--- src/rtl/strided_layout_index_mapper_core_defines.svh ---
// Assertion macros used by the strided layout index mapper core.
`ifndef STRIDED_LAYOUT_INDEX_MAPPER_CORE_DEFINES_SVH
`define STRIDED_LAYOUT_INDEX_MAPPER_CORE_DEFINES_SVH
`ifndef SYNTH
// Same-cycle implication, sampled on clk and held off during reset.
`define SLIM_ASSERT_IMP(lbl, ante, cons) \
	lbl: assert property (@(posedge clk) disable iff (!arst_n) (ante) |-> (cons)) \
		else $error("slim assertion failed");
// Next-cycle implication, sampled on clk and held off during reset.
`define SLIM_ASSERT_NXT(lbl, ante, cons) \
	lbl: assert property (@(posedge clk) disable iff (!arst_n) (ante) |=> (cons)) \
		else $error("slim assertion failed");
`else
`define SLIM_ASSERT_IMP(lbl, ante, cons)
`define SLIM_ASSERT_NXT(lbl, ante, cons)
`endif
`endif

--- src/rtl/slim_pkg.sv ---
// Shared types, constants and the multiply-accumulate step of the layout mapper.
package slim_pkg;
	localparam int RANK_DEF = 4;
	localparam int RANK_MAX = 4;
	localparam int W = 64;
	localparam int VW = 63;

	localparam logic [1:0] ST_OK  = 2'd0;
	localparam logic [1:0] ST_INV = 2'd1;
	localparam logic [1:0] ST_DYN = 2'd2;
	localparam logic [1:0] ST_OVF = 2'd3;

	localparam logic [2:0] CFG_SHAPE_0  = 3'd0;
	localparam logic [2:0] CFG_SHAPE_1  = 3'd1;
	localparam logic [2:0] CFG_SHAPE_2  = 3'd2;
	localparam logic [2:0] CFG_SHAPE_3  = 3'd3;
	localparam logic [2:0] CFG_STRIDE_0 = 3'd4;
	localparam logic [2:0] CFG_STRIDE_1 = 3'd5;
	localparam logic [2:0] CFG_STRIDE_2 = 3'd6;
	localparam logic [2:0] CFG_STRIDE_3 = 3'd7;

	typedef logic [VW-1:0] slim_val_t;

	// One accumulation lane: running value plus a bit-serial product in flight.
	typedef struct packed {
		logic [1:0] st;
		logic       done;
		slim_val_t  val;
		slim_val_t  p;
		logic       ov;
	} slim_lane_t;

	typedef struct packed {
		logic                       req;
		logic [RANK_MAX-1:0][W-1:0] crd;
		logic [W-1:0]               idx;
		slim_lane_t                 il;
		slim_lane_t                 sl;
		slim_lane_t                 cl;
	} slim_mac_t;

	typedef struct packed {
		logic                        req;
		logic [1:0]                  st;
		slim_val_t                   index;
		slim_val_t                   size;
		logic [1:0]                  sst;
		slim_val_t                   cosize;
		logic [1:0]                  cst;
		logic [RANK_MAX-1:0][VW-1:0] dig;
		slim_val_t                   n;
		slim_val_t                   r;
	} slim_div_t;

	// One multiplier bit, most significant first: p = 2p + bit * x.
	// Any partial value above the signed 64-bit maximum sticks as overflow.
	function automatic slim_lane_t lane_step(slim_lane_t l, slim_val_t x, logic yb);
		slim_lane_t o;
		logic [VW+1:0] s;
		o = l;
		s = {1'b0, l.p, 1'b0} + (yb ? {2'b00, x} : '0);
		o.ov = l.ov | (s[VW+1:VW] != 2'b00);
		o.p = s[VW-1:0];
		return o;
	endfunction
endpackage

--- src/rtl/slim_mac_cell.sv ---
// One bit step of the three multiply-accumulate lanes for one dimension.
module slim_mac_cell #(
	parameter int DIM = 0,
	parameter int BIT = 0
) (
	input  logic                clk,
	input  logic                arst_n,
	input  logic                en,
	input  logic                in_vld,
	input  slim_pkg::slim_mac_t in_dat,
	input  logic [63:0]         shape,
	input  logic [63:0]         stride,
	input  logic [63:0]         shm1,
	output logic                out_vld,
	output slim_pkg::slim_mac_t out_dat
);
	import slim_pkg::*;

	slim_mac_t nxt;
	logic      vld_s1;
	slim_mac_t dat_s1;

	always_comb begin
		nxt = in_dat;
		nxt.il = lane_step(in_dat.il, stride[VW-1:0], in_dat.crd[DIM][VW-1-BIT]);
		nxt.sl = lane_step(in_dat.sl, in_dat.sl.val, shape[VW-1-BIT]);
		nxt.cl = lane_step(in_dat.cl, stride[VW-1:0], shm1[VW-1-BIT]);
	end

	always_ff @(posedge clk or negedge arst_n) begin
		if (!arst_n) begin
			vld_s1 <= 1'b0;
		end else if (en) begin
			vld_s1 <= in_vld;
		end
	end

	always_ff @(posedge clk) begin
		if (en) begin
			dat_s1 <= nxt;
		end
	end

	assign out_vld = vld_s1;
	assign out_dat = dat_s1;
endmodule

--- config.mk ---
export PLATFORM = sky130hd
export DESIGN_NAME = slim_mac_cell
export DESIGN_NICKNAME = d
export VERILOG_FILES = /design/src/rtl/strided_layout_index_mapper_core_defines.svh /design/src/rtl/slim_pkg.sv /design/src/rtl/slim_mac_cell.sv
export SDC_FILE = /design/constraint.sdc
export NUM_CORES = 1
export LEC_CHECK = 0
export ABC_AREA = 0
export CORE_AREA = 5 5 620 622
export CTS_CLUSTER_SIZE = 12
export DETAILED_ROUTE_END_ITERATION = 16
export DIE_AREA = 0 0 625 627
export DONT_BUFFER_PORTS = 1
export SLEW_MARGIN = 20
export SYNTH_ARGS = -nofsm -noshare
export SYNTH_HDL_FRONTEND = slang
export SYNTH_SLANG_ARGS = --single-unit
--- constraint.sdc ---
create_clock -name clk -period 0.9 [get_ports clk]
set_input_delay 0.09 -clock clk [delete_from_list [all_inputs] [get_ports clk]]
set_output_delay 0.09 -clock clk [all_outputs]
set_load 0.02 [all_outputs]
==> flow_summary.json <==
{
  "fmax_mhz": 415,
  "grt_max_degree": 713,
  "placementRows": 226,
  "first_global_vias": 35100,
  "setup_viol": 1278,
  "met3_usage_pct": 6.50,
  "gp_congestion": 0.921,
  "fin_cells": 10100,
  "synth_cells": 2589,
  "synthTopCellsByArea": "edfxtp_1 63%, ha_1 6.8%, and2_1 3.8%",
  "hold_viol": 166,
  "grt.total_usage_pct": 15.5,
  "yosys.area.top_type_share_pct": 62.6,
  "slew_headroom_pct": 32.9,
  "start_util_pct": 9.03,
  "irDropWorstVdd_v": 0.00145,
  "h-tree-depth": 3,
  "p_sw_mw": 41.2,
  "num-fill-cells": 41100,
  "slowest_stage": "a31oi_4",
  "vias_per_cell": 3.30,
  "power_density_nw_per_um2": 1750,
  "dp_cells": 8702,
  "cap_violations": 0,
  "final_core_util_pct": 18.8,
  "status": "finished, violations left",
  "dieWidth_um": 625,
  "cp.arrival_ns": 3.00,
  "holdCritPathClass": "input pin to flop",
  "power_frac_clock_pct": 36.8,
  "cts_root_buf": "clkbuf_16",
  "critical_path_class": "input pin to flop",
  "cp_common_cell": "a31oi_4",
  "synthesis.nets": 3685,
  "die_h_um": 627,
  "ys_seq_area_share_pct": 62.7,
  "fin_crit_ns": 2.41,
  "setup_ws_ns": -1.51,
  "crit_family": "compound AO/OA/AOI/OAI gates",
  "port-buffer-count": 0,
  "grtUsageMet1_pct": 15.0,
  "pre_cts_slack_ns": -2.78,
  "drt-total-wl_mm": 321,
  "final_nets": 6086,
  "synth_area_leader_cell": "edfxtp_1",
  "clk_latency_ns": 0.78,
  "seqCellArea_um2": 21400,
  "slew_violations": 0,
  "violations": "hold timing, setup timing",
  "numCtsBuffers": 112,
  "dieArea_um2": 392000,
  "clkTransAtPathRegs_ns": 0.06,
  "worst_slew_pin_slew_ns": 1.01,
  "syn_area_per_cell_um2": 13.2,
  "leakage_nw": 27.4,
  "path_cells": "and2_4 -> ha_4 -> inv_2 -> fa_2 -> nor2b_4 -> o31a_1 -> o311a_4 -> o311ai_4 -> a31oi_4 -> a31oi_4 -> o211a_4 -> or3_1 -> o311a_1",
  "synth.distinct_cells": 95,
  "grt_overflow_total": 0,
  "place_area_um2": 52400,
  "dp_hpwl_mm": 269,
  "vias": 33400,
  "start_kind": "input pin",
  "antenna_found_initial": 105,
  "synth_edf_count": 711,
  "power_frac_seq_pct": 36.6,
  "crit_path_max_incr_delay_ns": 0.50,
  "fin_skew_ns": 0,
  "met2_usage_pct": 29.2,
  "synthArstFlopShare_pct": 0.140,
  "p_sw_share_pct": 33.2,
  "pin_count": 1619,
  "cp.required_ns": 1.49,
  "multi_input_area_um2": 16000,
  "fin_crit_sh_pct": 268,
  "firstDrtPassIters": 5,
  "yosysMostFrequentCell": "edfxtp_1",
  "critPathMaxFanout": 64,
  "synth_top_flop_cell": "edfxtp_1",
  "busiest_layer": "met2",
  "critPathBufInv": 1,
  "grt_pass1_wl_mm": 392,
  "intPower_mw": 83.0,
  "cts_tree": "yes",
  "ys_seq_elements": 712,
  "syn-cell-area_um2": 34100,
  "cts_sinks": 712,
  "holdWs_ns": -0.655,
  "clockBufferDepth": 4,
  "yosys-top-cells-count": "711 x edfxtp_1, 208 x a21oi_1, 207 x and2_1, 186 x ha_1, 155 x nand2_1",
  "crit_path_end_kind": "flop",
  "ant_nets": 0,
  "grt_setup_unrepaired": "yes",
  "wl_per_cell_um": 31.7,
  "post-route-cell-area_um2": 70900,
  "detail_route.iter0.violations": 1679,
  "core_um2": 378000,
  "power_frac_comb_pct": 26.6,
  "drive_gt1_share_pct": 38.8,
  "drc_errors": 0,
  "yosysWarningCount": 0,
  "syn_to_final_growth_pct": 108
}
[power by group through the flow]
stage          Clock [mW]  Sequential (mW)  Combinational, mW
6_report             45.7             45.5               33.1
3_3_place_gp            0             46.2               24.8
4_1_cts              47.9             45.6               31.6
5_1_grt              49.1             45.7               34.8
3_5_place_dp            0             46.2               24.8
2_1_floorplan           0             46.3               7.63
[layer usage]
metal	share of wire, %	vias up	routed length [um]
met2	52	1484	169000
li1	-	14700	-
met1	33	16800	107000
met3	9.4	433	30300
met5	0.028	-	90
met4	4.9	14	15600
[final timing paths]
path                              from           end  slack [ns]  cells past startpoint
setup / recovery           in_dat[516]  out_dat[320]       -1.51                     13
hold reg to reg                out_vld       out_vld        0.61                      1
setup reg to reg               out_vld       out_vld        0.09                      1
min in group asynchronous       arst_n       out_vld        0.59                      3
max in group asynchronous       arst_n       out_vld        0.21                      3
hold / removal             in_dat[211]  out_dat[211]       -0.65                      0
[timing repair]
action	CTS	global route
resized for setup	319	224
hold buffers	1077	44
pin swaps	159	156
hold endpoints to repair	1404	501
setup buffers	54	57
setup endpoints to repair	881	1234
[metrics by stage]
step                setup TNS (ns)  power [mW]
detailed placement         -355.23        71.0
global placement           -341.64        71.0
global route               -750.82         130
floorplan                  -232.49        53.9
CTS                        -650.15         125
finish                     -704.46         124
[area by class of cell]
cell class,count,share of cell area (%)
Antenna cell,41,0.145
Clock buffer,122,4.06
Clock inverter,80,1.15
Inverter,54,0.293
Multi-Input combinational cell,1738,22.5
Sequential cell,712,30.1
Tap cell,5016,8.85
Timing Repair Buffer,2372,32.9
[kinds of logic after synthesis]
group / synth area share (%)
xor+xnor: 4.29
buf+inv: 1.66
mux: 0.125
compound gates: 13.5
fa+ha+maj: 7.00
flops: 62.7
simple gates: 10.8
[registers in the layout, summed over array words and instances, names as in the netlist]
name / cells
out_vld: 1
out_dat: 711
[cells in the final DEF, fill, tap and decap left out, types with 43 or more instances in the layout]
cell	synthesis	layout
dlygate4sd3_1	0	1117
buf_4	1	989
edfxtp_1	711	711
buf_12	0	181
and2_1	207	142
nand2_1	155	137
a21oi_1	208	130
a21o_1	124	120
clkbuf_16	0	114
ha_1	186	102
nor2_1	116	97
buf_6	3	76
ha_4	0	75
xnor2_1	96	65
and2_4	1	63
a21oi_2	3	55
xor2_1	71	54
inv_1	54	48
o21ai_0	113	45
nand4_1	43	43
No activity file was read; power rests on OpenSTA's default activity.
