===== config.mk =====
export PLATFORM = sky130hd
export DESIGN_NAME = slim_div_cell
export DESIGN_NICKNAME = d
export VERILOG_FILES = /design/src/rtl/strided_layout_index_mapper_core_defines.svh /design/src/rtl/slim_pkg.sv /design/src/rtl/slim_div_cell.sv
export SDC_FILE = /design/constraint.sdc
export NUM_CORES = 1
export LEC_CHECK = 0
export BUFFER_PORTS_ARGS = -buffer_cell sky130_fd_sc_hd__buf_2
export CAP_MARGIN = 20
export CORE_AREA = 8 8 473 475
export DETAILED_ROUTE_END_ITERATION = 16
export DIE_AREA = 0 0 481 483
export PLACE_DENSITY = 0.35
export SYNTH_ARGS = -nofsm -noshare
export SYNTH_HDL_FRONTEND = slang
export SYNTH_SLANG_ARGS = --single-unit

===== constraint.sdc =====
create_clock -name clk -period 1.5 [get_ports clk]
set_input_delay 0.225 -clock clk [delete_from_list [all_inputs] [get_ports clk]]
set_output_delay 0.225 -clock clk [all_outputs]
set_load 0.01 [all_outputs]

===== src/rtl/strided_layout_index_mapper_core_defines.svh =====
// Assertion macros used by the strided layout index mapper core.
`ifndef STRIDED_LAYOUT_INDEX_MAPPER_CORE_DEFINES_SVH
`define STRIDED_LAYOUT_INDEX_MAPPER_CORE_DEFINES_SVH
`ifndef SYNTH
// Same-cycle implication, sampled on clk and held off during reset.
`define SLIM_ASSERT_IMP(lbl, ante, cons) \
	lbl: assert property (@(posedge clk) disable iff (!arst_n) (ante) |-> (cons)) \
		else $error("slim assertion failed");
// Next-cycle implication, sampled on clk and held off during reset.
`define SLIM_ASSERT_NXT(lbl, ante, cons) \
	lbl: assert property (@(posedge clk) disable iff (!arst_n) (ante) |=> (cons)) \
		else $error("slim assertion failed");
`else
`define SLIM_ASSERT_IMP(lbl, ante, cons)
`define SLIM_ASSERT_NXT(lbl, ante, cons)
`endif
`endif


===== src/rtl/slim_pkg.sv =====
// Shared types, constants and the multiply-accumulate step of the layout mapper.
package slim_pkg;
	localparam int RANK_DEF = 4;
	localparam int RANK_MAX = 4;
	localparam int W = 64;
	localparam int VW = 63;

	localparam logic [1:0] ST_OK  = 2'd0;
	localparam logic [1:0] ST_INV = 2'd1;
	localparam logic [1:0] ST_DYN = 2'd2;
	localparam logic [1:0] ST_OVF = 2'd3;

	localparam logic [2:0] CFG_SHAPE_0  = 3'd0;
	localparam logic [2:0] CFG_SHAPE_1  = 3'd1;
	localparam logic [2:0] CFG_SHAPE_2  = 3'd2;
	localparam logic [2:0] CFG_SHAPE_3  = 3'd3;
	localparam logic [2:0] CFG_STRIDE_0 = 3'd4;
	localparam logic [2:0] CFG_STRIDE_1 = 3'd5;
	localparam logic [2:0] CFG_STRIDE_2 = 3'd6;
	localparam logic [2:0] CFG_STRIDE_3 = 3'd7;

	typedef logic [VW-1:0] slim_val_t;

	// One accumulation lane: running value plus a bit-serial product in flight.
	typedef struct packed {
		logic [1:0] st;
		logic       done;
		slim_val_t  val;
		slim_val_t  p;
		logic       ov;
	} slim_lane_t;

	typedef struct packed {
		logic                       req;
		logic [RANK_MAX-1:0][W-1:0] crd;
		logic [W-1:0]               idx;
		slim_lane_t                 il;
		slim_lane_t                 sl;
		slim_lane_t                 cl;
	} slim_mac_t;

	typedef struct packed {
		logic                        req;
		logic [1:0]                  st;
		slim_val_t                   index;
		slim_val_t                   size;
		logic [1:0]                  sst;
		slim_val_t                   cosize;
		logic [1:0]                  cst;
		logic [RANK_MAX-1:0][VW-1:0] dig;
		slim_val_t                   n;
		slim_val_t                   r;
	} slim_div_t;

	// One multiplier bit, most significant first: p = 2p + bit * x.
	// Any partial value above the signed 64-bit maximum sticks as overflow.
	function automatic slim_lane_t lane_step(slim_lane_t l, slim_val_t x, logic yb);
		slim_lane_t o;
		logic [VW+1:0] s;
		o = l;
		s = {1'b0, l.p, 1'b0} + (yb ? {2'b00, x} : '0);
		o.ov = l.ov | (s[VW+1:VW] != 2'b00);
		o.p = s[VW-1:0];
		return o;
	endfunction
endpackage


===== src/rtl/slim_div_cell.sv =====
// One restoring-division bit step; the last step of a dimension stores its mixed-radix digit.
module slim_div_cell #(
	parameter int DIM  = 0,
	parameter bit LAST = 1'b0
) (
	input  logic                clk,
	input  logic                arst_n,
	input  logic                en,
	input  logic                in_vld,
	input  slim_pkg::slim_div_t in_dat,
	input  logic [63:0]         shape,
	output logic                out_vld,
	output slim_pkg::slim_div_t out_dat
);
	import slim_pkg::*;

	slim_div_t    nxt;
	logic [W-1:0] t;
	logic [W-1:0] diff;
	logic         ge;
	slim_val_t    rn;
	logic         vld_s1;
	slim_div_t    dat_s1;

	always_comb begin
		t = {in_dat.r, in_dat.n[VW-1]};
		diff = t - {1'b0, shape[VW-1:0]};
		ge = (t >= {1'b0, shape[VW-1:0]});
		rn = ge ? diff[VW-1:0] : t[VW-1:0];
		nxt = in_dat;
		// Quotient bits shift in where dividend bits shift out.
		nxt.n = {in_dat.n[VW-2:0], ge};
		if (LAST) begin
			nxt.dig[DIM] = rn;
			nxt.r = '0;
		end else begin
			nxt.r = rn;
		end
	end

	always_ff @(posedge clk or negedge arst_n) begin
		if (!arst_n) begin
			vld_s1 <= 1'b0;
		end else if (en) begin
			vld_s1 <= in_vld;
		end
	end

	always_ff @(posedge clk) begin
		if (en) begin
			dat_s1 <= nxt;
		end
	end

	assign out_vld = vld_s1;
	assign out_dat = dat_s1;
endmodule


==> out/results.txt <==
The least setup slack across all paths after layout is -0.878 ns. The top achievable clock speed is 421 MHz, and the number of detailed-route iterations in the first pass is 5. The yosys synthesis warning count came out at 0. met2 is the most crowded layer. The sequential fraction of design power is 0.395, and the total grt overflow is 0. The tools report the count of standard-cell rows as 171.

The data arrival at the endpoint of the critical path is 2.81 ns, and the ratio of cells with drive above 1 in the final layout is 0.538. The routed layout has 21,500 vias. Counting every net in the synthesized netlist gives 2,062. The met3 usage is 0.0387, and the clock transition at the register clock pins on the worst setup and hold paths after CTS is 0.06 ns. The run gives 0 as the remaining antenna violation count after routing. The required arrival time at the worst endpoint was 1.94 ns. Max-cap violations in this run came to 0. The sink count of the clock tree was 575. The depth of the most critical reg-to-reg path works out to 1.

The checks that failed: setup timing. Worst setup path endpoint: out_dat[59]$_DFFE_PP_. Counting distinct cell types in the post-synthesis netlist gives 72. Among all flip-flop cells after synthesis, the most frequent one is edfxtp_1. The run gives 3 as the number of levels the H-tree was split into.

The run gives 5,719 as the number of cells after detailed placement. The critical path is of the input port to register type. Prior to clock tree synthesis, the placed netlist has a worst setup slack of -1.97 ns. The number of synthesized register bits is 575.

The logs give 0.269 for the met2 capacity usage during global routing and 0 for the total count of max-transition violations in the final report. The share of async-settable or async-resettable flops after synthesis is 0.00174. The via count of the first global-routing pass was 22,700; the shortest period the worst path allows was 2.38 ns.

Final HPWL from detailed placement: 148,000 µm. Class of the most critical hold timing path: input port to register. The mean area per synthesized cell is 16.3 µm², and the post-synthesis instance area is 22,100 µm².

Yosys mapped a number of flops with a built-in enable equal to 574. The total global-route track usage came out at 0.145. The number of antenna violations at the first check in global routing was 113. The share of the yosys chip area belonging to registers was 0.780.

Setup repair after global routing could not meet its margin everywhere. Input and output buffers added on the ports amount to 1,215. The longest clock path from root to sink contains 3 buffers. The die covers 232,000 µm². The maximum vdd ir drop was 0.711 mV; the total CTS buffers was 77. In the final design database the tool counted 4,298 nets. The layout has 23,400 filler cells.

The logs give 0.838 for the final weighted congestion in routability-driven placement and 0.70 ns for the clock latency reported for the late side of the worst-skew pair. The part of the power in combinational logic was 0.233. The routed wire length per instance came out at 27.2 µm. The worst setup path is captured at a register.

The share of total power consumed by net switching was 0.294; the number of hold violations in the final report was 0. The starting utilization of the core area is 0.102, and the synthesized instance count is 1,356. The tree is rooted in a clkbuf_16. The startpoint identified for the worst hold timing path is in_dat[7]. From synthesis to final layout, the design area changed by 112%. The total power per unit cell area came out at 1090 nW/µm². After detailed routing, the total wire length is 177,000 µm. The die span in y was 483 µm.

The tools report the worst slew slack as a fraction of its limit as 0.660. In the routed design, unresolved DRC markers number 0. In this run the horizontal extent of the chip is 481 µm. The analysis attributes to net switching a power of 15,000 µW.

In this run the worst path has a maximum fanout of 4. The filler-free cell count of the finished design came out at 6,532. Worst setup path startpoint: in_dat[10].

The logs give 42 for the pin count of the biggest net entering global routing and 1,140 for the number of design-rule violations left by the first detailed-router iteration. The tools report the clock group share of total power as 0.373. The worst register-to-register path begins at out_vld$_DFFE_PN0P_. The final cycle utilization of the critical path came out at 1.59. Summed over all cells, the static leakage comes to 0.0195 µW. Across the routed clock network, the largest skew measured is 0 ns. The worst register-to-register path ends at out_vld$_DFFE_PN0P_.

Setup violations remaining at the end of the flow were counted as 174. The internal portion of the total power is 36,000 µW. Area inside the core boundary: 216,000 µm².

The library cell used most frequently in the layout, excluding fill and tap cells, is buf_2. STA classifies the critical path startpoint as an input port. After detailed routing, the number of vias per cell comes to 3.29. During I/O placement, the number of pins put on the boundary was 1,217.

In this run the register-to-register setup slack is 0.74 ns. TritonCTS built the clock tree. The flow ran to the end, but the final reports show violations.

The met1 layer usage reported by global route came out at 0.156. Leaving out fill and tap cells, the most frequent cells in the layout are buf_2, dlygate4sd3_1, edfxtp_1. For the pin with the worst max-slew slack, the measured transition is 0.507 ns. The first global-routing pass estimated 225,000 µm of wire.
[area by class of cell]
cell class / count / area [µm²] / share of cell area
Antenna cell: 25 / 62.6 / 0.00133
Clock buffer: 90 / 1980 / 0.0420
Clock inverter: 50 / 547 / 0.0116
Inverter: 81 / 342 / 0.00727
Multi-Input combinational cell: 663 / 5820 / 0.124
Sequential cell: 575 / 17300 / 0.367
Tap cell: 2854 / 3570 / 0.0760
Timing Repair Buffer: 2194 / 17400 / 0.371
[how the worst min path moves through the flow]
stage	end	slack [ns]	cells after the start
2_1_floorplan	out_vld$_DFFE_PN0P_	-0.07	0
3_3_place_gp	out_vld$_DFFE_PN0P_	0.02	1
3_5_place_dp	out_vld$_DFFE_PN0P_	0.02	1
4_1_cts	out_dat[8]$_DFFE_PP_	0.02	4
5_1_grt	out_dat[8]$_DFFE_PP_	0.07	4
6_report	out_dat[8]$_DFFE_PP_	0.12	4
[worst max-delay path, stage by stage]
cell      delay, ns
buf_4          0.12
ha_4           0.26
and2_4         0.17
nand3_2        0.07
or4_4          0.49
o311ai_4       0.27
a21oi_2        0.06
nor2_2         0.17
a41oi_4        0.19
buf_6          0.17
or3_4          0.38
o211ai_2       0.18
a221oi_2       0.04
[registers in the layout, summed over array words and instances (netlist names)]
name,flops
out_dat,574
out_vld,1
[power groups by stage]
stage / combinational (µW) / clock, µW / sequential [µW]
floorplan: 1910 / 0 / 20800
global placement: 8720 / 0 / 20300
detailed placement: 8680 / 0 / 20200
CTS: 10900 / 19900 / 20000
global route: 12600 / 20300 / 20300
finish: 11900 / 19000 / 20100
[through the flow]
| stage | instance area, µm² | hold WS [ns] | setup TNS, ns | util | power, µW |
|---|---|---|---|---|---|
| final | 47000 | 0.122 | -52.82 | 0.217 | 51000 |
| after global routing | 47000 | 0.0660 | -82.67 | 0.217 | 53200 |
| after CTS | 44300 | 0.0248 | -88.34 | 0.205 | 50800 |
| after detailed placement | 34600 | 0.0190 | -115.97 | 0.160 | 28900 |
| after global placement | 34600 | 0.0175 | -115.57 | 0.160 | 29000 |
| after floorplan | 22400 | -0.0706 | -69.51 | - | 22700 |
[cells in the mapped netlist, types with 4 or more instances]
| library cell | n | area, µm² |
|---|---|---|
| clkbuf_1 | 19 | 71.3 |
| nor3_1 | 18 | 90.1 |
| nand3_1 | 20 | 100 |
| o21bai_1 | 18 | 135 |
| buf_2 | 16 | 80.1 |
| a211o_1 | 4 | 35.0 |
| o21ai_1 | 5 | 25.0 |
| or4_1 | 4 | 30.0 |
| nor2_1 | 25 | 93.8 |
| inv_1 | 81 | 304 |
| edfxtp_1 | 574 | 17200 |
| a21oi_1 | 81 | 405 |
| a21o_1 | 32 | 240 |
| o21a_1 | 7 | 52.6 |
| and4_1 | 4 | 35.0 |
| xor2_1 | 21 | 184 |
| o211ai_1 | 6 | 45.0 |
| a211oi_1 | 7 | 52.6 |
| nand4_1 | 18 | 113 |
| a31oi_1 | 8 | 50.1 |
| nand2b_1 | 10 | 62.6 |
| ha_1 | 63 | 788 |
| xnor2_1 | 33 | 289 |
| and3_1 | 9 | 56.3 |
| nand2_1 | 114 | 428 |
| o21ai_0 | 84 | 420 |
| nor2b_1 | 8 | 50.1 |
| and2_1 | 7 | 43.8 |
[kinds of logic (layout without fill, tap and decap cells)]
kind of cell	after synthesis	count (layout)	synth area share
mux	6	6	0.00288
simple gates	249	249	0.0536
other cells	0	25	0
compound gates	290	290	0.0844
fa+ha+maj	64	64	0.0365
buf+inv	118	2415	0.0214
flops	575	575	0.780
xor+xnor	54	54	0.0214
[layer usage]
| layer | wire length, µm | up-vias |
|---|---|---|
| li1 | - | 9690 |
| met1 | 65700 | 10400 |
| met2 | 91600 | 1002 |
| met3 | 11000 | 330 |
| met4 | 8830 | 32 |
| met5 | 213 | - |
[repair_timing]
action / CTS / global route
setup endpoints to repair: 625 / 620
pin swaps: 43 / 101
cloned: 9 / 5
buffers inserted: 39 / 28
resized for setup: 196 / 885
endpoints found under the hold margin: 646 / 0
hold buffers: 578 / 0
Power figures use the tool's default switching activity.
